$ cat src/design/button_debounce_fsm_assert.svh
// assertion macros shared by the debounce design files
`ifndef BUTTON_DEBOUNCE_FSM_ASSERT_SVH
`define BUTTON_DEBOUNCE_FSM_ASSERT_SVH

`ifndef NO_ASSERTIONS

// clocked check, quiet while reset is asserted
`define BDF_ASSERT(lbl, prop, msg) \
	lbl: assert property (@(posedge clk) disable iff (!arst_n) (prop)) else $error(msg);

// clocked check of a condition followed by a result in the next cycle
`define BDF_ASSERT_NEXT(lbl, cond, res, msg) \
	lbl: assert property (@(posedge clk) disable iff (!arst_n) (cond) |=> (res)) \
		else $error(msg);

`else

`define BDF_ASSERT(lbl, prop, msg)
`define BDF_ASSERT_NEXT(lbl, cond, res, msg)

`endif

`endif

$ cat src/design/bdf_pkg.sv
// types and constants of the button debounce machine
package bdf_pkg;

	localparam int unsigned CountWidth = 8;

	localparam logic [CountWidth-1:0] ThresholdReset = 8'd200;

	// machine states, encoding 7 is unused and acts as unknown
	typedef enum logic [2:0] {
		ST_UNKNOWN  = 3'd0,
		ST_UNK_HIGH = 3'd1,
		ST_UNK_LOW  = 3'd2,
		ST_HIGH     = 3'd3,
		ST_LOW      = 3'd4,
		ST_HIGH_LOW = 3'd5,
		ST_LOW_HIGH = 3'd6
	} dbnc_state_t;

	// one sample handed to the machine
	typedef struct packed {
		logic fire;
		logic raw_level;
	} dbnc_step_t;

	// one result item
	typedef struct packed {
		logic debounced_level;
		logic level_known;
		logic changed_pulse;
		logic rose_pulse;
		logic fell_pulse;
	} dbnc_result_t;

endpackage

$ cat src/design/bdf_if.sv
// handshake channels of the button debounce block

// raw sample channel
interface bdf_sample_if;
	logic valid;
	logic ready;
	logic raw_level;

	modport source (output valid, output raw_level, input ready);
	modport sink (input valid, input raw_level, output ready);
endinterface

// debounced result channel
interface bdf_result_if;
	logic valid;
	logic ready;
	logic debounced_level;
	logic level_known;
	logic changed_pulse;
	logic rose_pulse;
	logic fell_pulse;

	modport source (output valid, output debounced_level, output level_known,
		output changed_pulse, output rose_pulse, output fell_pulse, input ready);
	modport sink (input valid, input debounced_level, input level_known,
		input changed_pulse, input rose_pulse, input fell_pulse, output ready);
endinterface

// threshold write channel
interface bdf_cfg_if;
	logic       valid;
	logic       ready;
	logic [7:0] confirm_threshold;

	modport source (output valid, output confirm_threshold, input ready);
	modport sink (input valid, input confirm_threshold, output ready);
endinterface

$ cat src/design/bdf_fsm.sv
// debounce state machine with its confirmation counter
`include "button_debounce_fsm_assert.svh"

module bdf_fsm (
	input  logic                                 clk,
	input  logic                                 arst_n,
	input  bdf_pkg::dbnc_step_t                  step,
	input  logic [bdf_pkg::CountWidth-1:0]       threshold,
	output bdf_pkg::dbnc_result_t                result
);

	bdf_pkg::dbnc_state_t                state_q;
	bdf_pkg::dbnc_state_t                state_d;
	logic [bdf_pkg::CountWidth-1:0]      count_q;
	logic [bdf_pkg::CountWidth-1:0]      count_d;
	logic                                done;

	// compare before the increment
	assign done = count_q > threshold;

	// next state and counter
	always_comb begin
		state_d = state_q;
		count_d = count_q;
		case (state_q)
			bdf_pkg::ST_HIGH: begin
				if (!step.raw_level) begin
					state_d = bdf_pkg::ST_HIGH_LOW;
					count_d = '0;
				end
			end
			bdf_pkg::ST_LOW: begin
				if (step.raw_level) begin
					state_d = bdf_pkg::ST_LOW_HIGH;
					count_d = '0;
				end
			end
			bdf_pkg::ST_HIGH_LOW: begin
				if (step.raw_level) begin
					state_d = bdf_pkg::ST_HIGH;
				end else begin
					count_d = count_q + 1'b1;
					if (done) state_d = bdf_pkg::ST_LOW;
				end
			end
			bdf_pkg::ST_LOW_HIGH: begin
				if (!step.raw_level) begin
					state_d = bdf_pkg::ST_LOW;
				end else begin
					count_d = count_q + 1'b1;
					if (done) state_d = bdf_pkg::ST_HIGH;
				end
			end
			bdf_pkg::ST_UNK_HIGH: begin
				if (!step.raw_level) begin
					state_d = bdf_pkg::ST_UNKNOWN;
				end else begin
					count_d = count_q + 1'b1;
					if (done) state_d = bdf_pkg::ST_HIGH;
				end
			end
			bdf_pkg::ST_UNK_LOW: begin
				if (step.raw_level) begin
					state_d = bdf_pkg::ST_UNKNOWN;
				end else begin
					count_d = count_q + 1'b1;
					if (done) state_d = bdf_pkg::ST_LOW;
				end
			end
			default: begin
				state_d = step.raw_level ? bdf_pkg::ST_UNK_HIGH : bdf_pkg::ST_UNK_LOW;
				count_d = '0;
			end
		endcase
	end

	// result flags for this sample
	always_comb begin
		result = '0;
		case (state_q)
			bdf_pkg::ST_HIGH_LOW: begin
				if (!step.raw_level && done) begin
					result.changed_pulse = 1'b1;
					result.fell_pulse    = 1'b1;
				end
			end
			bdf_pkg::ST_LOW_HIGH: begin
				if (step.raw_level && done) begin
					result.changed_pulse = 1'b1;
					result.rose_pulse    = 1'b1;
				end
			end
			bdf_pkg::ST_UNK_HIGH: begin
				if (step.raw_level && done) result.changed_pulse = 1'b1;
			end
			bdf_pkg::ST_UNK_LOW: begin
				if (!step.raw_level && done) result.changed_pulse = 1'b1;
			end
			default: begin
				result.changed_pulse = 1'b0;
			end
		endcase
		result.debounced_level = (state_d == bdf_pkg::ST_HIGH) ||
			(state_d == bdf_pkg::ST_HIGH_LOW);
		result.level_known = (state_d == bdf_pkg::ST_HIGH) || (state_d == bdf_pkg::ST_LOW) ||
			(state_d == bdf_pkg::ST_HIGH_LOW) || (state_d == bdf_pkg::ST_LOW_HIGH);
	end

	// state registers advance only on a sample
	always_ff @(posedge clk or negedge arst_n) begin
		if (!arst_n) begin
			state_q <= bdf_pkg::ST_UNKNOWN;
			count_q <= '0;
		end else if (step.fire) begin
			state_q <= state_d;
			count_q <= count_d;
		end
	end

	`BDF_ASSERT_NEXT(a_hold_idle, !step.fire, $stable(state_q) && $stable(count_q), "state moved without a sample")
	`BDF_ASSERT_NEXT(a_high_drop, step.fire && state_q == bdf_pkg::ST_HIGH && !step.raw_level, state_q == bdf_pkg::ST_HIGH_LOW && count_q == '0, "high to pending low not entered cleanly")
	`BDF_ASSERT_NEXT(a_change_settles, step.fire && result.changed_pulse, state_q == bdf_pkg::ST_HIGH || state_q == bdf_pkg::ST_LOW, "change pulse without a settled level")

endmodule

$ cat src/design/button_debounce_fsm.sv
// top level of the counter based button debouncer
//
//  channel    dir  handshake     payload
//  sample_ch  in   valid/ready   raw_level
//  result_ch  out  valid/ready   debounced_level, level_known, changed/rose/fell pulses
//  cfg_ch     in   valid/ready   confirm_threshold (always ready)
//
// one sample per cycle while results are taken; a result leaves after its sample
// passes the sample register, then the machine update into the result register
// the state and counter update in the same cycle the result is registered
// a stalled result holds the pipe; the sample register still fills behind it
// reset sets the unknown state, a zero count and a threshold of 200
`include "button_debounce_fsm_assert.svh"

module button_debounce_fsm (
	input  logic          clk,
	input  logic          arst_n,
	bdf_sample_if.sink    sample_ch,
	bdf_result_if.source  result_ch,
	bdf_cfg_if.sink       cfg_ch
);

	logic                               valid_s1;
	logic                               raw_s1;
	logic                               valid_s2;
	bdf_pkg::dbnc_result_t              result_s2;
	bdf_pkg::dbnc_result_t              result_next;
	bdf_pkg::dbnc_step_t                step;
	logic [bdf_pkg::CountWidth-1:0]     threshold_q;
	logic                               advance;
	logic                               cfg_write;

	// pipe moves when the result register is free or being drained
	assign advance         = !valid_s2 || result_ch.ready;
	assign sample_ch.ready = !valid_s1 || advance;
	assign cfg_ch.ready    = 1'b1;
	assign cfg_write       = cfg_ch.valid && cfg_ch.ready;

	assign step.fire      = valid_s1 && advance;
	assign step.raw_level = raw_s1;

	// threshold register
	always_ff @(posedge clk or negedge arst_n) begin
		if (!arst_n) begin
			threshold_q <= bdf_pkg::ThresholdReset;
		end else if (cfg_write) begin
			threshold_q <= cfg_ch.confirm_threshold;
		end
	end

	// sample register
	always_ff @(posedge clk or negedge arst_n) begin
		if (!arst_n) begin
			valid_s1 <= 1'b0;
		end else if (sample_ch.ready) begin
			valid_s1 <= sample_ch.valid;
		end
	end

	always_ff @(posedge clk) begin
		if (sample_ch.valid && sample_ch.ready) raw_s1 <= sample_ch.raw_level;
	end

	bdf_fsm u_fsm (
		.clk       (clk),
		.arst_n    (arst_n),
		.step      (step),
		.threshold (threshold_q),
		.result    (result_next)
	);

	// result register
	always_ff @(posedge clk or negedge arst_n) begin
		if (!arst_n) begin
			valid_s2 <= 1'b0;
		end else if (advance) begin
			valid_s2 <= valid_s1;
		end
	end

	always_ff @(posedge clk) begin
		if (step.fire) result_s2 <= result_next;
	end

	assign result_ch.valid           = valid_s2;
	assign result_ch.debounced_level = result_s2.debounced_level;
	assign result_ch.level_known     = result_s2.level_known;
	assign result_ch.changed_pulse   = result_s2.changed_pulse;
	assign result_ch.rose_pulse      = result_s2.rose_pulse;
	assign result_ch.fell_pulse      = result_s2.fell_pulse;

	`BDF_ASSERT_NEXT(a_s1_held, valid_s1 && !advance, valid_s1 && $stable(raw_s1), "stalled sample lost")
	`BDF_ASSERT_NEXT(a_cfg_taken, cfg_write, threshold_q == $past(cfg_ch.confirm_threshold), "threshold write not taken")
	`BDF_ASSERT_NEXT(a_fire_fills, step.fire, valid_s2, "processed sample left no result")

endmodule

$ cat src/flat_wrapper.sv
// flat-port wrapper written by rule: the top's interface ports become plain ports
module button_debounce_fsm_flat 
  (clk, arst_n, sample_ch_valid, sample_ch_raw_level, sample_ch_ready, result_ch_valid, result_ch_debounced_level, result_ch_level_known, result_ch_changed_pulse, result_ch_rose_pulse, result_ch_fell_pulse, result_ch_ready, cfg_ch_valid, cfg_ch_confirm_threshold, cfg_ch_ready);
  bdf_sample_if sample_ch_i ();
  bdf_result_if result_ch_i ();
  bdf_cfg_if cfg_ch_i ();
  input  logic clk;
  input  logic arst_n;
  input wire logic [$bits(sample_ch_i.valid)-1:0] sample_ch_valid;
  input wire logic [$bits(sample_ch_i.raw_level)-1:0] sample_ch_raw_level;
  output wire logic [$bits(sample_ch_i.ready)-1:0] sample_ch_ready;
  output wire logic [$bits(result_ch_i.valid)-1:0] result_ch_valid;
  output wire logic [$bits(result_ch_i.debounced_level)-1:0] result_ch_debounced_level;
  output wire logic [$bits(result_ch_i.level_known)-1:0] result_ch_level_known;
  output wire logic [$bits(result_ch_i.changed_pulse)-1:0] result_ch_changed_pulse;
  output wire logic [$bits(result_ch_i.rose_pulse)-1:0] result_ch_rose_pulse;
  output wire logic [$bits(result_ch_i.fell_pulse)-1:0] result_ch_fell_pulse;
  input wire logic [$bits(result_ch_i.ready)-1:0] result_ch_ready;
  input wire logic [$bits(cfg_ch_i.valid)-1:0] cfg_ch_valid;
  input wire logic [$bits(cfg_ch_i.confirm_threshold)-1:0] cfg_ch_confirm_threshold;
  output wire logic [$bits(cfg_ch_i.ready)-1:0] cfg_ch_ready;
  assign sample_ch_i.valid = sample_ch_valid;
  assign sample_ch_i.raw_level = sample_ch_raw_level;
  assign sample_ch_ready = sample_ch_i.ready;
  assign result_ch_valid = result_ch_i.valid;
  assign result_ch_debounced_level = result_ch_i.debounced_level;
  assign result_ch_level_known = result_ch_i.level_known;
  assign result_ch_changed_pulse = result_ch_i.changed_pulse;
  assign result_ch_rose_pulse = result_ch_i.rose_pulse;
  assign result_ch_fell_pulse = result_ch_i.fell_pulse;
  assign result_ch_i.ready = result_ch_ready;
  assign cfg_ch_i.valid = cfg_ch_valid;
  assign cfg_ch_i.confirm_threshold = cfg_ch_confirm_threshold;
  assign cfg_ch_ready = cfg_ch_i.ready;
  button_debounce_fsm u_core (.clk(clk), .arst_n(arst_n), .sample_ch(sample_ch_i), .result_ch(result_ch_i), .cfg_ch(cfg_ch_i));
endmodule
$ cat config.mk
export PLATFORM = sky130hd
export DESIGN_NAME = button_debounce_fsm_flat
export DESIGN_NICKNAME = d
export VERILOG_FILES = /design/src/design/bdf_pkg.sv /design/src/design/bdf_if.sv /design/src/design/bdf_fsm.sv /design/src/design/button_debounce_fsm.sv /design/src/flat_wrapper.sv
export VERILOG_INCLUDE_DIRS = /design/src /design/src/design
export SDC_FILE = /design/constraint.sdc
export NUM_CORES = 1
export LEC_CHECK = 0
export ABC_AREA = 0
export BUFFER_PORTS_ARGS = -buffer_cell sky130_fd_sc_hd__buf_2
export CORE_MARGIN = 1
export CORE_UTILIZATION = 47
export DETAILED_ROUTE_END_ITERATION = 8
export MAX_ROUTING_LAYER = met4
export PLACE_DENSITY = 0.68
export RECOVER_POWER = 100
export SYNTH_ARGS = -nofsm -noshare
export SYNTH_HDL_FRONTEND = slang
export SYNTH_SLANG_ARGS = --single-unit
$ cat constraint.sdc
create_clock -name clk -period 6.1 [get_ports clk]
set_clock_uncertainty 0.15 [all_clocks]
set_input_delay 0.61 -clock clk [delete_from_list [all_inputs] [get_ports clk]]
set_output_delay 0.61 -clock clk [all_outputs]
set_load 0.01 [all_outputs]
==> metrics.cfg <==
[status]
status=finished, final reports clean

[synth]
synth_area_per_cell_sq_um=9.50
synth-xor-area-share=0.0283
yosys.area_share.simple=0.201
synth_fa_ha_area_frac=0.0727
synthDistinctLibCells=46
synth_edf_count=6
synth.yosys.seq_area_share=0.458
syn_inst=163
synthMuxAreaShare=0.0137
synth_fp_nets=186
synth_compound_area_frac=0.177
async_flop_share=0.778
ys_warn_count=0
synth_ff_type=dfrtp_1
synth_top_family_by_area=simple AND/OR/NAND/NOR gates
synth_seq_cells=27
syn_area_sq_um=1550

[sta]
fin_ws_ps=3440
drv_slew=0
whs_ps=300
fmax_ghz=0.376
finalSetupViolations=0
relSlewSlack=0.263
setup_tns_ps=0
hold_violations=0
fin_crit_sh=0.436
grt_setup_unrepaired=false
worst_pin_slew_ps=1100
layout_min_cycle_time_ps=2660

[drt]
wl_microns=2980
drc=0
vias_per_cell=5.71
vias=1285
firstDrtPassIters=4
routedWlPerCell_microns=13.2
first_iter_violations=143
ant_nets=0

[grt]
grt_use_met2=0.311
track_usage=0.198
busiest_layer=met2
first_global_vias=1159
use_met1=0.249
grt_max_degree=22
grt_pass1_wl_microns=5150
grtUsageMet3=0.0349
antenna_found_initial=0
grt_overflow=0

[clock_tree]
cts_htree_levels=1
cts-resized-gates=0
cts_hold_buf=0
cts_tree=done
cts_buffer_depth=2
cts_inserted_buffers=3
cts_setup_buffers=0
cts_sinks=27
cts_root_buffer=clkbuf_4
cts.clk_slew.worst_paths_ps=140
clk_latency_ps=320

[placed_design]
place_area_sq_um=1680
place_congestion=0.802
place_ws_ps=3490
dp_hpwl_microns=2260
placed_cells=221
port_buffers=20

[finish]
fin_util=0.545
area_growth_pct=8.32
layout_commonest_cell=dfrtp_1
fin_nets=205
insertedDiodeCount=0
layout.cells.non_filler=225
layout_common_cells=dfrtp_1, nand2_1, o21ai_0
fill_cells=285
drive_above_1_share=0.127
stdcell_area_sq_um=1680

[floorplan]
dieWidth_microns=59.4
core_sq_um=3080
io_pins=22
dieArea_sq_um=3530
die_h_microns=59.4
initial_core_util=0.503
fp-row-count=20

[power]
report.power.total_mw=0.526
power_leakage_nw=0.710
power_density_nw_per_um2=313
ir_drop_v=0.000150

[critical_path]
reg2reg_to=u_core.result_ch.debounced_level
critical_path.max_fanout=9
cp-end-kind=flip-flop
arrival_ps=2580
worstSetupPathType=flip-flop to flip-flop
crit_path_start_kind=flip-flop
critPathLaunch=u_core.threshold_q[3]
reg2reg_slack_ps=3440
cp.required_ps=6030
cp-endpoint=u_core.result_ch.debounced_level
r2r-start=u_core.threshold_q[3]
ff2ff_path_depth=8

[min_path]
hold_path_class=input pin to async pin

[job]
drv_cap=0

## worst max-delay path, cell delays in order (launching register included)
cell,delay (ps)
dfstp_2,550
inv_1,50
ha_1,280
and2_1,170
o21ai_2,50
a21boi_0,120
o31a_2,370
and3_1,180
or4_1,480
## final cells by class
cell class	instances	area, sq um	area share
Clock buffer	4	26.3	0.0157
Inverter	12	45.0	0.0268
Multi-Input combinational cell	118	753	0.449
Sequential cell	27	709	0.423
Tap cell	44	55.1	0.0328
Timing Repair Buffer	20	88.8	0.0529
## flip-flops by register name (all words and copies together), names as in the netlist
name	cells
u_core.result_ch.level_known	1
u_core.threshold_q	8
u_core.result_ch.valid	1
u_core.result_ch.fell_pulse	1
u_core.result_ch.rose_pulse	1
u_core.raw_s1	1
u_core.result_ch.changed_pulse	1
u_core.result_ch.debounced_level	1
u_core.u_fsm.state_q	3
u_core.u_fsm.count_q	8
u_core.valid_s1	1
## synth_stat cells (all sizes together), types with 2 or more instances
| cell type | n | area (sq um) |
|---|---|---|
| dfrtp | 18 | 450 |
| o31a | 2 | 26.3 |
| nand4 | 3 | 18.8 |
| o21ai | 17 | 88.8 |
| edfxtp | 6 | 180 |
| inv | 12 | 45.0 |
| dfstp | 3 | 78.8 |
| nor2 | 13 | 48.8 |
| clkbuf | 4 | 15.0 |
| ha | 9 | 113 |
| nand2b | 3 | 18.8 |
| xnor2 | 5 | 43.8 |
| o31ai | 4 | 30.0 |
| buf | 2 | 12.5 |
| nor2b | 5 | 33.8 |
| a21oi | 2 | 10.0 |
| a211oi | 6 | 50.1 |
| nand3 | 4 | 20.0 |
| nor3 | 6 | 30.0 |
| and3 | 2 | 13.8 |
| and2 | 3 | 18.8 |
| nand2 | 17 | 63.8 |
## routing by layer
metal / vias to the layer above / wire [microns]
met3: 11 / 146
met5: - / 0
met4: 0 / 87
li1: 619 / -
met2: 45 / 1410
met1: 610 / 1340
## power by group
| group | switching (mW) | total [mW] | internal [mW] |
|---|---|---|---|
| clock | 0.0503 | 0.0759 | 0.0256 |
| sequential | 0.0504 | 0.269 | 0.219 |
| combinational | 0.104 | 0.181 | 0.0764 |
| total | 0.205 | 0.526 | 0.321 |
## how the worst min path moves through the flow
stage	start	to	slack (ps)
2_1_floorplan	arst_n	u_core.result_ch.valid	160
3_3_place_gp	u_core.valid_s1	u_core.result_ch.valid	330
3_5_place_dp	u_core.valid_s1	u_core.result_ch.valid	330
4_1_cts	arst_n	u_core.u_fsm.count_q[2]	80
5_1_grt	sample_ch_raw_level	u_core.raw_s1	290
6_report	arst_n	u_core.u_fsm.count_q[2]	300
## kinds of logic after synthesis
group	count (synthesis)
DFF	27
and+or+nand+nor	62
AOI/OAI and AO/OA	39
other	1
muxes	2
adders and majority gates	9
xor gates and xnor gates	5
buffers and inverters	18
(Power assumes the default switching activity.)
